## config.mk

```make
export PLATFORM = sky130hd
export DESIGN_NAME = smx_controller
export DESIGN_NICKNAME = d
export VERILOG_FILES = /design/src/smx_pkg.sv /design/src/smx_controller.sv
export SDC_FILE = /design/constraint.sdc
export NUM_CORES = 1
export LEC_CHECK = 0
export BUFFER_PORTS_ARGS = -buffer_cell sky130_fd_sc_hd__buf_2
export CAP_MARGIN = 10
export CORE_AREA = 2 2 39 41
export DETAILED_ROUTE_END_ITERATION = 8
export DIE_AREA = 0 0 41 43
export PLACE_DENSITY = 0.38
export SLEW_MARGIN = 40
export SYNTH_ARGS = -nofsm -noshare
export SYNTH_HDL_FRONTEND = slang
export SYNTH_SLANG_ARGS = --single-unit
```

## constraint.sdc

```tcl
create_clock -name clk -period 1.9 [get_ports clk]
set_input_delay 0.38 -clock clk [delete_from_list [all_inputs] [get_ports clk]]
set_output_delay 0.38 -clock clk [all_outputs]
set_load 0.01 [all_outputs]
```

## src/smx_pkg.sv

```systemverilog
// Shared constants, operation codes, state and handshake types for the
// stack machine execute unit. No dependencies.
package smx_pkg;

  localparam int STACK_DEPTH   = 256;
  localparam int DATA_WORDS    = 1024;
  localparam int POSITION_BITS = 16;

  localparam int SAW = $clog2(STACK_DEPTH);
  localparam int SPW = $clog2(STACK_DEPTH + 1);
  localparam int DAW = $clog2(DATA_WORDS);

  localparam logic [15:0] POS_MASK = 16'((64'(1) << POSITION_BITS) - 64'(1));

  typedef logic [5:0] func_t;

  localparam func_t OP_EXIT   = 6'd0;
  localparam func_t OP_JMP    = 6'd1;
  localparam func_t OP_JF     = 6'd2;
  localparam func_t OP_CALL   = 6'd3;
  localparam func_t OP_ENTER  = 6'd4;
  localparam func_t OP_DROP   = 6'd5;
  localparam func_t OP_PRET   = 6'd6;
  localparam func_t OP_FRET   = 6'd7;
  localparam func_t OP_PRINT  = 6'd8;
  localparam func_t OP_ADDR   = 6'd9;
  localparam func_t OP_STORE  = 6'd10;
  localparam func_t OP_FSTORE = 6'd11;
  localparam func_t OP_LOR    = 6'd12;
  localparam func_t OP_LAND   = 6'd13;
  localparam func_t OP_BOR    = 6'd14;
  localparam func_t OP_XOR    = 6'd15;
  localparam func_t OP_BAND   = 6'd16;
  localparam func_t OP_EQ     = 6'd17;
  localparam func_t OP_NE     = 6'd18;
  localparam func_t OP_LE     = 6'd19;
  localparam func_t OP_LT     = 6'd20;
  localparam func_t OP_GE     = 6'd21;
  localparam func_t OP_GT     = 6'd22;
  localparam func_t OP_SHL    = 6'd23;
  localparam func_t OP_SAR    = 6'd24;
  localparam func_t OP_ADD    = 6'd25;
  localparam func_t OP_SUB    = 6'd26;
  localparam func_t OP_MUL    = 6'd27;
  localparam func_t OP_DIV    = 6'd28;
  localparam func_t OP_MOD    = 6'd29;
  localparam func_t OP_NOT    = 6'd30;
  localparam func_t OP_BNOT   = 6'd31;
  localparam func_t OP_NEG    = 6'd32;
  localparam func_t OP_LOAD   = 6'd33;
  localparam func_t OP_FLOAD  = 6'd34;
  localparam func_t OP_PUSH   = 6'd35;

  localparam logic [1:0] ERR_NONE = 2'd0;
  localparam logic [1:0] ERR_DIV  = 2'd1;
  localparam logic [1:0] ERR_OVF  = 2'd2;
  localparam logic [1:0] ERR_UNF  = 2'd3;

  typedef enum logic [1:0] {MD_MUL, MD_DIV, MD_MOD} md_op_t;

  typedef enum logic [2:0] {
    ST_IDLE, ST_FETCH1, ST_FETCH2, ST_FETCH3, ST_EXEC, ST_WAIT, ST_COMMIT
  } state_t;

  typedef struct packed {
    logic accept;
    logic fetch1;
    logic fetch2;
    logic fetch3;
    logic exec;
    logic commit;
  } cmd_t;

  typedef struct packed {
    logic md_need;
    logic md_done;
    logic out_free;
  } status_t;

endpackage

```

## src/smx_controller.sv

```systemverilog
// Controller state machine: sequences fetch, evaluation, arithmetic wait
// and commit for each instruction. Depends on smx_pkg.
module smx_controller (
  input  logic             clk,
  input  logic             rst_n,
  input  logic             in_valid,
  output logic             in_stall,
  input  smx_pkg::status_t status,
  output smx_pkg::cmd_t    cmd
);

  smx_pkg::state_t state_r;
  smx_pkg::state_t state_nxt;

  always_ff @(posedge clk) begin
    if (!rst_n) begin
      state_r <= smx_pkg::ST_IDLE;
    end else begin
      state_r <= state_nxt;
    end
  end

  always_comb begin
    state_nxt = state_r;
    cmd       = '0;
    in_stall  = 1'b1;
    case (state_r)
      smx_pkg::ST_IDLE: begin
        in_stall   = 1'b0;
        cmd.accept = in_valid;
        if (in_valid) begin
          state_nxt = smx_pkg::ST_FETCH1;
        end
      end
      smx_pkg::ST_FETCH1: begin
        cmd.fetch1 = 1'b1;
        state_nxt  = smx_pkg::ST_FETCH2;
      end
      smx_pkg::ST_FETCH2: begin
        cmd.fetch2 = 1'b1;
        state_nxt  = smx_pkg::ST_FETCH3;
      end
      smx_pkg::ST_FETCH3: begin
        cmd.fetch3 = 1'b1;
        state_nxt  = smx_pkg::ST_EXEC;
      end
      smx_pkg::ST_EXEC: begin
        cmd.exec  = 1'b1;
        state_nxt = status.md_need ? smx_pkg::ST_WAIT : smx_pkg::ST_COMMIT;
      end
      smx_pkg::ST_WAIT: begin
        if (status.md_done) begin
          state_nxt = smx_pkg::ST_COMMIT;
        end
      end
      smx_pkg::ST_COMMIT: begin
        if (status.out_free) begin
          cmd.commit = 1'b1;
          state_nxt  = smx_pkg::ST_IDLE;
        end
      end
      default: state_nxt = smx_pkg::ST_IDLE;
    endcase
  end

endmodule

```

# Yosys cells after proc, flatten, opt, wreduce, memory -nomap -nowiden
# Index checks and enable logic that the tools add are counted.
# classes
eq_ne	9
n_mux	13
reduce_logical	2
# ops
op	n
$pmux W3 S7	1
$eq A3 B3 Y1 const B	3
$mux W3	3
$mux W1	8
$eq A3 B2 Y1 const B	2
$ne A2 B2 Y1 const B	3
$eq A3 B1 Y1 const B	1
$logic_not A3 Y1	1
$reduce_and A3 Y1	1
$mux W2	1
# word_totals
ff_bits	3
inputBits	6
out_inout_bits	7
wordCells	25

# Longest topological paths before layout
# logic_depth
ltp_word	3
mapped_depth	4
mapped_depth_nobuf	3

# Least setup slack after synthesis
# No wires, ideal clock.
# synth_path
path_kind	reg-to-output
startpoint	register state_r[1]
endpoint	output port cmd[5] in the netlist's numbering
arrival_ns	0.976
required_time_ns	1.520
setup_slack_ns	0.544
path_stages_with_launch	4
n_path_buf	1
path_cell_list	dfxtp_1 > buf_6 > or3_4 > nor2_2
# synth_lines
item	line_no	source
start: declaration	smx_controller.sv:12	smx_pkg::state_t state_r;
start signal: assignment	smx_controller.sv:17	state_r <= smx_pkg::ST_IDLE;
start signal: assignment	smx_controller.sv:19	state_r <= state_nxt;
end: declaration	smx_controller.sv:9	output smx_pkg::cmd_t cmd

==> out/qor.csv <==
stage,metric,value,unit
status,status,finished clean,
die,start_util,0.184,
critical_path,critPathMaxFanout,13,
clock_tree,cts_root_buffer,clkbuf_4,
finish,layout.nets,51,
critical_path,start_kind,flip-flop,
pwr,max-vdd-ir-drop,337,uV
finish,post_route_cells_drive_above_1_share,0.455,
routing,wl,585,um
yosys,netlist_area,255,um^2
die,row_count,14,
finish,area_growth,31.4,%
sta,rsz0062_at_grt,false,
clock_tree,clock_sinks,3,
grt,grt_pass1_wl,945,um
die,die_area,0.00176,mm^2
clock_tree,htreeDepth,1,
finish,top_regs,state_r (3),
clock_tree,cts_max_path_buffers,2,
yosys,yosys_warnings,0,
yosys,synth-seq-cells,3,
finish,register_area,60.1,um^2
yosys,avgSynthCellArea,8.23,um^2
critical_path,critPathCaptureType,output port,
min_path,holdCritPathClass,primary input to flip-flop,
placed_design,numPortBuffers,12,
finish,multi_input_comb_area,161,um^2
finish,regMostFlops,state_r,
routing,drtIter0Drc,5,
die,ios,13,
grt,grt_pass1_vias,233,
yosys,syn_nets,37,
routing,vias,261,
routing,via_per_inst,4.35,
sta,setup-violations-final,0,
yosys,yosysTopAreaCellShare,0.235,
sta,finalHoldViolations,0,
finish,num-fill-cells,166,
die,coreArea,0.00138,mm^2
critical_path,reg2regPathDepth,3,
pwr,finalPower,0.313,mW
grt,grt_util_all_layers,0.0863,
yosys,synthCells,31,
placed_design,placed_cells,56,
routing,wl_per_cell,9.75,um
routing,drc_errors,0,
critical_path,critPathLaunch,state_r[1],
routing,ant_nets,0,
min_path,holdPathStages,2,
critical_path,rrSetupSlack,0.73,ns
yosys,synth_sequential_area_ratio,0.235,
sta,tns,0,ns
clock_tree,path_clk_slew,0.04,ns
flow_run,drv_cap,0,
finish,largest_reg_flops,3,
finish,n_antenna_cell,0,
grt,antenna_found_initial,0,
yosys,yosysTopAreaCell,dfxtp_1,
finish,finalNonFillerCells,60,
critical_path,cp.arrival,1.27,ns
sta,slew_headroom,0.750,
sta,slew_viol_final,0,
clock_tree,cts_tree,done,
die,die_h,43,um
sta,fin_crit_sh,0.867,
clock_tree,numCtsBuffers,3,
critical_path,required,1.52,ns
sta,hold_ws,0.382,ns
critical_path,rr_startpoint,state_r[1],
yosys,synth_area_leaders,"dfxtp_1 24%, nor3b_1 8.8%, a21oi_1 5.9%",
placed_design,place.gp.congestion,0.641,
sta,fmax,0.607,GHz
clock_tree,clk_latency,0.24,ns
pwr,p_leak,0.163,nW
sta,max_slew.worst_pin.slew,0.375,ns
pwr,power.density,934,mW/mm^2
yosys,synth.distinct_cells,21,
sta,min_period,1.65,ns
min_path,min_from,rst_n,
sta,clock_skew,0.00683,ns
grt,grt_max_degree,14,
die,die_w,41,um
critical_path,path_class,flip-flop to output port,
clock_tree,cts_hold_buf,0,
clock_tree,ctsResizeCount,0,
routing,dr.pass1.iters,3,
clock_tree,postCtsSetupBuffers,0,
grt,grt_remaining_overflow,0,
## critical path, stage by stage, from the launching register on
cell     delay (ns)
dfxtp_1        0.41
or3_4          0.43
nor2_2         0.07
buf_2          0.12
## final cells by class
type / count / area share
Tap cell: 16 / 0.0597
Clock buffer: 4 / 0.0784
Timing Repair Buffer: 12 / 0.179
Sequential cell: 3 / 0.179
Multi-Input combinational cell: 23 / 0.481
Inverter: 2 / 0.0224
## stage by stage
step                 util  worst slack (ns)  cell area (um^2)
CTS                 0.242             0.235               335
detailed placement  0.223             0.495               309
global placement    0.223             0.501               309
finish              0.242             0.253               335
floorplan               -             0.544               255
global route        0.242             0.176               335
## power breakdown
part | internal (mW) | switching, mW | leakage [nW]
Sequential | 0.0730 | 0.0283 | 0.0248
Combinational | 0.0552 | 0.0408 | 0.124
Clock | 0.0790 | 0.0369 | 0.0150
Total | 0.207 | 0.106 | 0.163
## placed cells by master, fill, tap and decap left out
cell,instances
buf_2,12
nor3b_1,3
a21oi_1,3
clkbuf_4,3
dfxtp_1,3
inv_1,2
nor2b_1,2
nor3_1,2
or3_4,1
and3b_2,1
and4b_2,1
nor2_2,1
o21ai_0,1
a31oi_1,1
or2b_1,1
nand3b_1,1
nand2b_1,1
o221a_2,1
a21o_1,1
nand2_1,1
a211oi_1,1
clkbuf_1,1
## logic make-up after synthesis
logic type | after synthesis | share of synthesized area
simple gates | 15 | 0.426
compound gates | 8 | 0.206
buf+inv | 5 | 0.132
flops | 3 | 0.235
## cell usage after synthesis
cell type	count
a21oi_1	3
dfxtp_1	3
nor3b_1	3
buf_4	2
inv_1	2
nor2b_1	2
nor3_1	2
a211oi_1	1
a21o_1	1
a31oi_1	1
and3b_2	1
and4b_2	1
buf_6	1
nand2_1	1
nand2b_1	1
nand3b_1	1
nor2_2	1
o21ai_0	1
o221a_2	1
or2b_1	1
or3_4	1
## path summary, 6_finish.rpt
path           endpoint
max reg2reg  state_r[0]
max              cmd[5]
min reg2reg  state_r[1]
min          state_r[2]
## layer usage
metal	global-route usage	up-vias	share of wire
met3	0.0314	2	0.063
met2	0.100	9	0.43
met4	0.100	0	0.024
met1	0.106	112	0.48
li1	-	138	-
met5	0	-	0
Note: power is estimated with default switching activity, not from simulation.
